`config.mk`:
```
export PLATFORM = sky130hd
export DESIGN_NAME = block_median_adc_filter
export DESIGN_NICKNAME = d
export VERILOG_FILES = /design/src/rtl/core/blkmed_pkg.sv /design/src/rtl/core/blkmed_window_ram.sv /design/src/rtl/core/blkmed_rank_unit.sv /design/src/rtl/core/block_median_adc_filter.sv
export SDC_FILE = /design/constraint.sdc
export NUM_CORES = 2
export LEC_CHECK = 0
export BUFFER_PORTS_ARGS = -buffer_cell sky130_fd_sc_hd__buf_2
export CAP_MARGIN = 5
export CORE_ASPECT_RATIO = 1.75
export CORE_MARGIN = 1.5
export CORE_UTILIZATION = 50
export CTS_CLUSTER_DIAMETER = 150
export CTS_CLUSTER_SIZE = 28
export DETAILED_ROUTE_END_ITERATION = 10
export PLACE_DENSITY_LB_ADDON = 0.2
export RECOVER_POWER = 100
export REMOVE_ABC_BUFFERS = 1
export SYNTH_ARGS = -nofsm -noshare
export SYNTH_HDL_FRONTEND = slang
export SYNTH_SLANG_ARGS = --single-unit
export TNS_END_PERCENT = 1
```
`constraint.sdc`:
```
create_clock -name clk -period 13.6 [get_ports clk]
set_input_delay 1.36 -clock clk [delete_from_list [all_inputs] [get_ports clk]]
set_output_delay 1.36 -clock clk [all_outputs]
set_load 0.03 [all_outputs]
```
`src/rtl/core/blkmed_pkg.sv`:
```
`default_nettype none
// ----------------------------------------------------------------------------
// blkmed_pkg
// shared types and constants of the block median adc filter
// ----------------------------------------------------------------------------
package blkmed_pkg;

	localparam int CHANNELS   = 4;
	localparam int MAX_WINDOW = 16;

	localparam int CH_W     = $clog2(CHANNELS);
	localparam int IDX_W    = $clog2(MAX_WINDOW);
	localparam int CNT_W    = $clog2(MAX_WINDOW + 1);
	localparam int ADDR_W   = CH_W + IDX_W;
	localparam int DEPTH    = CHANNELS * MAX_WINDOW;
	localparam int SAMPLE_W = 16;
	localparam int CFG_W    = 5;
	localparam int PADDR_W  = 3;
	localparam int PDATA_W  = 32;

	localparam logic [CFG_W-1:0]   WINDOW_LENGTH_RST = CFG_W'(5);
	localparam logic [PADDR_W-1:0] REG_WINDOW_LENGTH = PADDR_W'(0);

	typedef struct packed {
		logic [1:0]          channel;
		logic signed [15:0]  sample;
	} in_item_t;

	typedef struct packed {
		logic [1:0]          result_channel;
		logic signed [15:0]  filtered_value;
		logic                updated;
	} out_item_t;

	typedef struct packed {
		logic vld;
		logic last;
	} rank_ctl_t;

	typedef enum logic [2:0] {
		ST_IDLE,
		ST_SCAN,
		ST_DRAIN,
		ST_COMBINE,
		ST_FINISH
	} state_t;

endpackage
`default_nettype wire

```
`src/rtl/core/blkmed_window_ram.sv`:
```
`default_nettype none
// ----------------------------------------------------------------------------
// blkmed_window_ram
// per-channel sample windows, one write port and two registered read ports
// ----------------------------------------------------------------------------
module blkmed_window_ram
	import blkmed_pkg::*;
(
	input  wire logic                       clk,
	input  wire logic                       we,
	input  wire logic [ADDR_W-1:0]          waddr,
	input  wire logic signed [SAMPLE_W-1:0] wdata,
	input  wire logic [ADDR_W-1:0]          raddr_a,
	input  wire logic [ADDR_W-1:0]          raddr_b,
	output logic signed [SAMPLE_W-1:0]      rdata_a_s1,
	output logic signed [SAMPLE_W-1:0]      rdata_b_s1
);

	logic signed [SAMPLE_W-1:0] mem [DEPTH];

	always_ff @(posedge clk) begin
		if (we) begin
			mem[waddr] <= wdata;
		end
		rdata_a_s1 <= mem[raddr_a];
		rdata_b_s1 <= mem[raddr_b];
	end

endmodule
`default_nettype wire

```
`src/rtl/core/blkmed_rank_unit.sv`:
```
`default_nettype none
// ----------------------------------------------------------------------------
// blkmed_rank_unit
// shared compare unit: ranks each candidate against the window and picks
// the two middle values, then gives their floor mean
// ----------------------------------------------------------------------------
module blkmed_rank_unit
	import blkmed_pkg::*;
(
	input  wire logic                       clk,
	input  wire logic                       arst_n,
	input  wire rank_ctl_t                  ctl_s1,
	input  wire logic signed [SAMPLE_W-1:0] cand_s1,
	input  wire logic signed [SAMPLE_W-1:0] other_s1,
	input  wire logic [IDX_W-1:0]           k_lo,
	input  wire logic [IDX_W-1:0]           k_hi,
	output logic signed [SAMPLE_W-1:0]      median
);

	logic [CNT_W-1:0]           lt_q, le_q;
	logic [CNT_W-1:0]           lt_next, le_next;
	logic signed [SAMPLE_W:0]   diff;
	logic                       is_lt, is_le;
	logic signed [SAMPLE_W-1:0] lo_q, hi_q;
	logic signed [SAMPLE_W:0]   sum;

	always_comb begin
		diff    = {other_s1[SAMPLE_W-1], other_s1} - {cand_s1[SAMPLE_W-1], cand_s1};
		is_lt   = diff[SAMPLE_W];
		is_le   = is_lt | (diff == '0);
		lt_next = lt_q + CNT_W'(is_lt);
		le_next = le_q + CNT_W'(is_le);
	end

	always_ff @(posedge clk or negedge arst_n) begin
		if (!arst_n) begin
			lt_q <= '0;
			le_q <= '0;
		end else if (ctl_s1.vld) begin
			if (ctl_s1.last) begin
				lt_q <= '0;
				le_q <= '0;
			end else begin
				lt_q <= lt_next;
				le_q <= le_next;
			end
		end
	end

	always_ff @(posedge clk) begin
		if (ctl_s1.vld && ctl_s1.last) begin
			if (lt_next <= CNT_W'(k_lo) && CNT_W'(k_lo) < le_next) begin
				lo_q <= cand_s1;
			end
			if (lt_next <= CNT_W'(k_hi) && CNT_W'(k_hi) < le_next) begin
				hi_q <= cand_s1;
			end
		end
	end

	// floor mean of the two middle values
	assign sum    = {lo_q[SAMPLE_W-1], lo_q} + {hi_q[SAMPLE_W-1], hi_q};
	assign median = sum[SAMPLE_W:1];

endmodule
`default_nettype wire

```
`src/rtl/core/block_median_adc_filter.sv`:
```
`default_nettype none
// ----------------------------------------------------------------------------
// block_median_adc_filter
// per-channel block median filter with a fast first-sample path
// ----------------------------------------------------------------------------
// flow: a first sample or a sample that leaves the window open goes from IDLE
//   to FINISH, then to the output register; a sample that completes the window
//   passes SCAN, DRAIN and COMBINE before FINISH, SCAN comparing len*len pairs,
//   len being the effective window length; a new transaction is taken only in
//   IDLE; the single rank compare unit checks one pair of entries per cycle
// reset: clears channel results, fill counts and first-sample flags, window
//   length returns to 5; window memory is not cleared
// ----------------------------------------------------------------------------
module block_median_adc_filter
	import blkmed_pkg::*;
(
	input  wire logic               clk,
	input  wire logic               arst_n,
	input  wire logic               in_valid,
	output logic                    in_ready,
	input  wire in_item_t           in_data,
	output logic                    out_valid,
	input  wire logic               out_ready,
	output out_item_t               out_data,
	input  wire logic               psel,
	input  wire logic               penable,
	input  wire logic               pwrite,
	input  wire logic [PADDR_W-1:0] paddr,
	input  wire logic [PDATA_W-1:0] pwdata,
	output logic [PDATA_W-1:0]      prdata,
	output logic                    pready
);

	state_t                     state_q, state_d;
	logic [CFG_W-1:0]           wl_q;
	logic [CNT_W-1:0]           len_eff, len_q;
	logic [CH_W-1:0]            ch_q;
	logic                       upd_q;
	logic                       primed_q [CHANNELS];
	logic [IDX_W-1:0]           fill_q [CHANNELS];
	logic signed [SAMPLE_W-1:0] result_q [CHANNELS];
	logic [IDX_W-1:0]           i_q, j_q;
	logic [IDX_W-1:0]           lm1, k_lo, k_hi;
	logic [CNT_W-1:0]           mid;
	logic                       accept, cfg_we, out_free;
	logic [CH_W-1:0]            acc_ch;
	logic [IDX_W-1:0]           cur_fill;
	logic [CNT_W-1:0]           fill_inc;
	logic                       win_full;
	rank_ctl_t                  issue_ctl, ctl_s1;
	logic signed [SAMPLE_W-1:0] rd_a_s1, rd_b_s1;
	logic signed [SAMPLE_W-1:0] median;
	logic                       out_valid_q;
	out_item_t                  out_data_q;

	// configuration port
	assign pready = 1'b1;
	assign cfg_we = psel & penable & pwrite & pready & (paddr == REG_WINDOW_LENGTH);
	assign prdata = (paddr == REG_WINDOW_LENGTH) ? PDATA_W'(wl_q) : '0;

	always_ff @(posedge clk or negedge arst_n) begin
		if (!arst_n) begin
			wl_q <= WINDOW_LENGTH_RST;
		end else if (cfg_we) begin
			wl_q <= pwdata[CFG_W-1:0];
		end
	end

	always_comb begin
		if (wl_q == '0) begin
			len_eff = CNT_W'(1);
		end else if (int'(wl_q) > MAX_WINDOW) begin
			len_eff = CNT_W'(MAX_WINDOW);
		end else begin
			len_eff = CNT_W'(wl_q);
		end
	end

	// input transaction decode
	assign acc_ch   = in_data.channel;
	assign cur_fill = fill_q[acc_ch];
	assign fill_inc = CNT_W'(cur_fill) + CNT_W'(1);
	assign win_full = fill_inc >= len_eff;
	assign accept   = in_valid & in_ready;
	assign out_free = ~out_valid_q | out_ready;

	assign lm1  = IDX_W'(len_q - CNT_W'(1));
	assign mid  = len_q >> 1;
	assign k_hi = mid[IDX_W-1:0];
	assign k_lo = len_q[0] ? k_hi : k_hi - IDX_W'(1);

	// sequencer
	always_ff @(posedge clk or negedge arst_n) begin
		if (!arst_n) begin
			state_q <= ST_IDLE;
		end else begin
			state_q <= state_d;
		end
	end

	always_comb begin
		state_d   = state_q;
		in_ready  = 1'b0;
		issue_ctl = '0;
		case (state_q)
			ST_IDLE: begin
				in_ready = 1'b1;
				if (in_valid) begin
					if (primed_q[acc_ch] && win_full) begin
						state_d = ST_SCAN;
					end else begin
						state_d = ST_FINISH;
					end
				end
			end
			ST_SCAN: begin
				issue_ctl.vld  = 1'b1;
				issue_ctl.last = (j_q == lm1);
				if (j_q == lm1 && i_q == lm1) begin
					state_d = ST_DRAIN;
				end
			end
			ST_DRAIN: begin
				state_d = ST_COMBINE;
			end
			ST_COMBINE: begin
				state_d = ST_FINISH;
			end
			ST_FINISH: begin
				if (out_free) begin
					state_d = ST_IDLE;
				end
			end
			default: begin
				state_d = ST_IDLE;
			end
		endcase
	end

	// scan counters and item context
	always_ff @(posedge clk or negedge arst_n) begin
		if (!arst_n) begin
			i_q    <= '0;
			j_q    <= '0;
			ch_q   <= '0;
			upd_q  <= 1'b0;
			len_q  <= CNT_W'(1);
			ctl_s1 <= '0;
		end else begin
			ctl_s1 <= issue_ctl;
			if (accept) begin
				i_q   <= '0;
				j_q   <= '0;
				ch_q  <= acc_ch;
				upd_q <= ~primed_q[acc_ch] | win_full;
				len_q <= len_eff;
			end else if (state_q == ST_SCAN) begin
				if (j_q == lm1) begin
					j_q <= '0;
					i_q <= i_q + IDX_W'(1);
				end else begin
					j_q <= j_q + IDX_W'(1);
				end
			end
		end
	end

	// per-channel state
	always_ff @(posedge clk or negedge arst_n) begin
		if (!arst_n) begin
			for (int c = 0; c < CHANNELS; c++) begin
				primed_q[c] <= 1'b0;
				fill_q[c]   <= '0;
				result_q[c] <= '0;
			end
		end else begin
			if (accept) begin
				if (!primed_q[acc_ch]) begin
					primed_q[acc_ch] <= 1'b1;
					result_q[acc_ch] <= in_data.sample;
				end else begin
					fill_q[acc_ch] <= win_full ? '0 : fill_inc[IDX_W-1:0];
				end
			end
			if (state_q == ST_COMBINE) begin
				result_q[ch_q] <= median;
			end
		end
	end

	blkmed_window_ram u_ram (
		.clk        (clk),
		.we         (accept & primed_q[acc_ch]),
		.waddr      ({acc_ch, cur_fill}),
		.wdata      (in_data.sample),
		.raddr_a    ({ch_q, i_q}),
		.raddr_b    ({ch_q, j_q}),
		.rdata_a_s1 (rd_a_s1),
		.rdata_b_s1 (rd_b_s1)
	);

	blkmed_rank_unit u_rank (
		.clk      (clk),
		.arst_n   (arst_n),
		.ctl_s1   (ctl_s1),
		.cand_s1  (rd_a_s1),
		.other_s1 (rd_b_s1),
		.k_lo     (k_lo),
		.k_hi     (k_hi),
		.median   (median)
	);

	// output register
	always_ff @(posedge clk or negedge arst_n) begin
		if (!arst_n) begin
			out_valid_q <= 1'b0;
		end else if (state_q == ST_FINISH && out_free) begin
			out_valid_q <= 1'b1;
		end else if (out_ready) begin
			out_valid_q <= 1'b0;
		end
	end

	always_ff @(posedge clk) begin
		if (state_q == ST_FINISH && out_free) begin
			out_data_q.result_channel <= ch_q;
			out_data_q.filtered_value <= result_q[ch_q];
			out_data_q.updated        <= upd_q;
		end
	end

	assign out_valid = out_valid_q;
	assign out_data  = out_data_q;

endmodule
`default_nettype wire
```
Yosys cells after proc, flatten, opt, wreduce, memory -nomap -nowiden
Memories as Yosys holds them, arrays and structs flattened. A register that Yosys moved wholly into a read port is not among the register bits.
Index checks and enable logic that the tools add are counted.
Cells by class
  $add $sub $neg: 9
  $lt $le $gt $ge: 10
  equality and inequality tests: 9
  mux-type cells: 47
  bitwise gates (word level): 13
  reduce and logical (&&, ||, !) cells: 21
Operator list (number)
  $mux 64: 3
  $bwmux 64: 2
  $demux 16 s2: 2
  $mux 16: 4
  $mux 4: 11
  $bmux 16 s2: 1
  $mux 5: 5
  $add 16x16->17: 1
  $logic_not 17->1: 1
  $sub 16x16->17: 1
  $bwmux 16: 1
  $pmux 3 s5: 1
  $mux 3: 4
  $add 5x1->5: 2
  $le 5x4->1: 2
  $lt 4x5->1: 2
  $reduce_and 2->1: 5
  $add 4x1->4 const B: 2
  $bmux 4 s2: 1
  $demux 4 s2: 1
  $eq 4x4->1: 2
  $logic_and 1x1->1: 8
  $mux 1: 8
  $sub 4x1->4 const B: 2
  21 further kinds: 37
Storage, ports and cells
  bits in registers: 172
  RAM bits: 1024
  bits of input ports: 60
  output and inout bits: 54
  word-level logic and storage cells: 139
  memories: 1
Memories
  u_ram.mem: words 64, bits a word 16, read ports 2, clocked after Yosys merged registers in 2, write ports 1, line blkmed_window_ram.sv:19  | logic signed [SAMPLE_W-1:0] mem [DEPTH];

Longest topological paths before layout
  depth in word-level cells: 10
  depth in mapped cells: 20
  gate-level depth less buffers: 20

Hierarchy
From an unflattened synthesis, not the netlist that was laid out.
Unflattened totals
  cell total of the unflattened synthesis: 3551
  area, all modules: 58980.3 µm²
Modules (own cells, without submodules)
  blkmed_window_ram: instances 1, cells each 2582, area an instance 48836.8 µm², seq. area each 31390.1 µm²
  block_median_adc_filter: instances 1, cells each 593, area an instance 6615.1 µm², seq. area each 3352.0 µm²
  blkmed_rank_unit: instances 1, cells each 376, area an instance 3528.4 µm², seq. area each 1211.2 µm²

Worst setup path after synthesis
No wires, ideal clock.
  kind: register to register
  start: reg u_ram.rdata_a_s1[8], read port of u_ram.mem
  end: reg u_rank.hi_q[0] (enable)
  library setup time: 0.409 ns
  arrival: 4.605 ns
  data required time: 13.191 ns
  path slack: 8.586 ns
  cell stages (with the launch flop): 21
  path buffers: 1
  period minus slack after synthesis: 5.014 ns
  cell sequence: dfxtp_1 > inv_1 > ha_1 > clkbuf_1 > nand2_1 > or3_1 > a211oi_1 > o21ai_0 > a21oi_1 > o21ai_0 > a2bb2oi_1 > o21ai_0 > ha_1 > ha_1 > inv_1 > ha_1 > a21oi_1 > maj3_1 > nor2b_1 > o21a_1 > nor3_1
Between the ends
  word-level cells in the longest chain between the ends: 7
  elaborated cells on any way between the ends: 9
  classes of those cells: add/sub: 3; order compare: 2; bitwise: 1; reduce/logical: 3
RTL lines
  from (decl): line blkmed_window_ram.sv:15  | output logic signed [SAMPLE_W-1:0] rdata_a_s1,
  $sub 16x16->17 (*): line blkmed_rank_unit.sv:28  | diff = {other_s1[SAMPLE_W-1], other_s1} - {cand_s1[SAMPLE_W-1], cand_s1};
  $logic_not 17->1: line blkmed_rank_unit.sv:30  | is_le = is_lt | (diff == '0);
  $or 1x1->1: line blkmed_rank_unit.sv:30
  $add 5x1->5: line blkmed_rank_unit.sv:32  | le_next = le_q + CNT_W'(is_le);
  $lt 4x5->1: line blkmed_rank_unit.sv:55  | if (lt_next <= CNT_W'(k_hi) && CNT_W'(k_hi) < le_next) begin
  $logic_and 1x1->1 (*): line blkmed_rank_unit.sv:55
  $reduce_and 2->1 (no line) (*)
  to (signal assigned): line blkmed_rank_unit.sv:56  | hi_q <= cand_s1;
  to (decl): line blkmed_rank_unit.sv:24  | logic signed [SAMPLE_W-1:0] lo_q, hi_q;
Mark *: on every way between the ends. The rest lies on a longest branch, timed or not.
A chain may end at the register's enable or synchronous reset.

==> reports/metrics.csv <==
stage;metric;value;unit
worst_setup_path;path_common_cell;mux4_2;
worst_setup_path;critPathArrivalTime;9060;ps
place;dp_hpwl;99180;um
run;drv_cap;92;
clock_tree;clk_latency;690;ps
outcome;outcome;finished, violations left;
clock_tree;clock_path_buffers;3;
clock_tree;cts_tree;done;
synthesis;synthFlopType;edfxtp_1;
synthesis;ys_warn_count;0;
floorplanning;die_width;260.0;um
clock_tree;cts_root_buffer;clkbuf_16;
final_layout;syn2layout_area_growth;4.896;%
timing;fin_tns_setup;0;ps
global_routing;grt_pass1_vias;32110;
worst_setup_path;reg2regPathDepth;6;
detailed_routing;ant_nets;0;
detailed_routing;drt-wirelength-per-cell;35.80;um
detailed_routing;drc;0;
detailed_routing;firstDrtPassIters;5;
floorplanning;die_area;117700;um2
synthesis;netlist_area;57800;um2
power;power_density;148.8;nW/um2
synthesis;seq_area_frac_synth;62.20;%
worst_setup_path;crit_buf_inv;3;
global_routing;antenna_found_initial;7;
global_routing;grt_pass1_wl;227300;um
detailed_routing;vias;30540;
clock_tree;cts-buffers-inserted;49;
worst_setup_path;cp_cell_sequence;clkbuf_1, buf_4, buf_4, mux4_2, mux4_2, mux4_2;
final_layout;finalNetCount;3025;
worst_setup_path;critical_path.top_delay_family;buffers and inverters;
final_layout;nFillCells;8734;
place;gp_congestion;0.9039;
worst_setup_path;path_depth;6;
detailed_routing;routed_wl;158300;um
global_routing;grt_usage;27.39;%
place;portBuffers;58;
timing;worstMarginPinSlew;3950;ps
worst_setup_path;cpMaxStageDelayCell;clkbuf_1;
worst_setup_path;worst-setup-path-type;register to register;
clock_tree;h-tree-depth;2;
worst_setup_path;startpoint_type;register;
synthesis;synth_cells;2939;
worst_setup_path;worstPathRequired;14130;ps
timing;period_needed;8532;ps
power;power.total;9.022;mW
floorplanning;initial_core_util;50.57;%
global_routing;grt_overflow_total;0;
worst_setup_path;cp_max_fo;56;
worst_setup_path;cp_slowest_stage_delay;2730;ps
global_routing;grt_max_degree;101;
timing;hold_viol;0;
outcome;violations;max-capacitance violations, max-slew violations;
hold_path;hold_class;register to register;
synthesis;ys_ff_latch;1228;
clock_tree;hold_buffers;0;
timing;slew_headroom;-163.3;%
detailed_routing;dr.first_iter.drc_count;3414;
clock_tree;clock_sinks;1228;
hold_path;whs_path_depth;0;
synthesis;postSynth.asyncResetShare;9.853;%
clock_tree;ctsResizeCount;0;
power;leakagePower;18.08;nW
timing;fmax;0.1172;GHz
final_layout;drive_gt1_share;29.37;%
synthesis;synth-edff-count;1075;
power;ir_drop;102.4;uV
synthesis;synth_cell_types;67;
timing;skew;27.44;ps
floorplanning;die_h;452.8;um
clock_tree;cts_setup_buffers;0;
timing;slew_violations;2750;
floorplanning;core-area;114300;um2
timing;period_share;62.74;%
timing;final-setup-viol-count;0;
worst_setup_path;worstSetupEndpointType;register;
floorplanning;ioPinCount;114;
floorplanning;num_rows;164;
detailed_routing;vias_per_cell;6.908;
synthesis;syn_area_per_cell;19.67;um2
clock_tree;path_clk_slew;120;ps
timing;rsz0062_at_grt;false;
## sequential cells by signal (all words and copies together) (netlist names)
register / count
ch_q: 2
upd_q: 1
state_q: 3
u_rank.hi_q: 16
wl_q: 5
len_q: 5
fill_q: 16
u_rank.lo_q: 16
u_rank.lt_q: 5
ctl_s1: 2
out_data: 19
u_ram.rdata_b_s1: 16
u_rank.le_q: 5
primed_q: 4
u_ram.rdata_a_s1: 16
out_valid: 1
u_ram.mem: 1024
result_q: 64
i_q: 4
j_q: 4
## stage by stage
| stage | hold slack (ps) | cell area (um2) | std cells | worst slack (ps) | utilization [%] |
|---|---|---|---|---|---|
| after global routing | 509.2 | 60630 | 4420 | 4434 | 53.05 |
| after global placement | 455.3 | 59850 | 4348 | 8330 | 52.37 |
| after floorplan | 425.6 | 56740 | 2735 | 2092 | - |
| final | 481.2 | 60630 | 4421 | 5068 | 53.05 |
| after CTS | 489.1 | 61240 | 4419 | 8305 | 53.58 |
| after detailed placement | 463.5 | 59850 | 4348 | 8326 | 52.37 |
## per-layer routing
metal	wire (um)	GRT usage, %	up-vias
li1	-	-	12190
met1	53610	32.47	16480
met2	85290	49.13	1501
met3	9717	2.839	360
met4	9606	14.14	6
met5	41	0	-
## path summary, 6_finish.rpt
| path | start | to | slack (ps) |
|---|---|---|---|
| worst max-delay path | j_q[1]$_DFFE_PN0P_ | u_ram.rdata_b_s1[10]$_DFF_P_ | 5070 |
| worst min-delay path | u_ram.rdata_a_s1[3]$_DFF_P_ | u_rank.hi_q[3]$_DFFE_PP_ | 480 |
| worst max register to register | j_q[1]$_DFFE_PN0P_ | u_ram.rdata_b_s1[10]$_DFF_P_ | 5070 |
| worst min register to register | u_ram.rdata_a_s1[3]$_DFF_P_ | u_rank.hi_q[3]$_DFFE_PP_ | 480 |
| max in group asynchronous | arst_n | result_q[10]$_DFF_PN0_ | 7240 |
| min in group asynchronous | arst_n | fill_q[9]$_DFFE_PN0P_ | 1720 |
## cell families (layout without fill, tap and decap cells)
family / Yosys count / after routing / share of synthesized area (%)
compound gates: 223 / 223 / 2.351
xor+xnor: 36 / 36 / 0.5455
other cells: 2 / 30 / 0.01299
fa+ha+maj: 61 / 61 / 1.342
mux: 767 / 767 / 28.34
simple gates: 332 / 332 / 2.810
buf+inv: 290 / 250 / 2.396
flops: 1228 / 1228 / 62.20
## cell usage after synthesis, drive strengths merged, types with 24 or more instances
library cell / number / area [um2]
o21ai: 73 / 365.3
buf: 127 / 773.3
dfrtp: 118 / 2953
a21oi: 62 / 310.3
nand2: 86 / 325.3
inv: 60 / 225.2
a211oi: 24 / 180.2
ha: 58 / 725.7
xnor2: 26 / 227.7
mux4: 692 / 15580
mux2i: 39 / 390.4
mux2: 36 / 405.4
nor2b: 33 / 206.5
edfxtp: 1075 / 32280
clkbuf: 103 / 386.6
nor2: 107 / 401.6
dfxtp: 32 / 640.6
## report_power, final
part / leakage, nW / switching (mW) / internal (mW)
logic: 6.02 / 1.37 / 1.17
clock network: 0.668 / 1.15 / 0.716
registers: 11.4 / 0.224 / 4.39
total: 18.1 / 2.74 / 6.28
## layout make-up
class / instances / area (um2) / area share [%]
sequential: 1228 / 35970 / 59.33
clock buffer: 69 / 1344 / 2.216
antenna: 2 / 5.005 / 0.008255
inverter: 60 / 225.2 / 0.3715
tap: 1494 / 1869 / 3.083
multi-input combinational: 1447 / 20600 / 33.97
clock inverter: 2 / 38.79 / 0.06397
timing repair buffer: 119 / 580.6 / 0.9575
## cells in the final DEF, fill, tap and decap left out, drive strengths merged, types with 9 or more instances in the layout
cell    count
a211oi     24
a21oi      62
and2        9
buf        49
clkbuf    139
conb       28
dfrtp     118
dfxtp      32
edfxtp   1075
ha         58
inv        61
mux2       36
mux2i      39
mux4      692
nand2      86
nand2b     19
nand3      15
nor2      107
nor2b      33
nor3       17
o21a        9
o21ai      73
o22ai       9
xnor2      26
xor2       10
(Power assumes the default switching activity.)
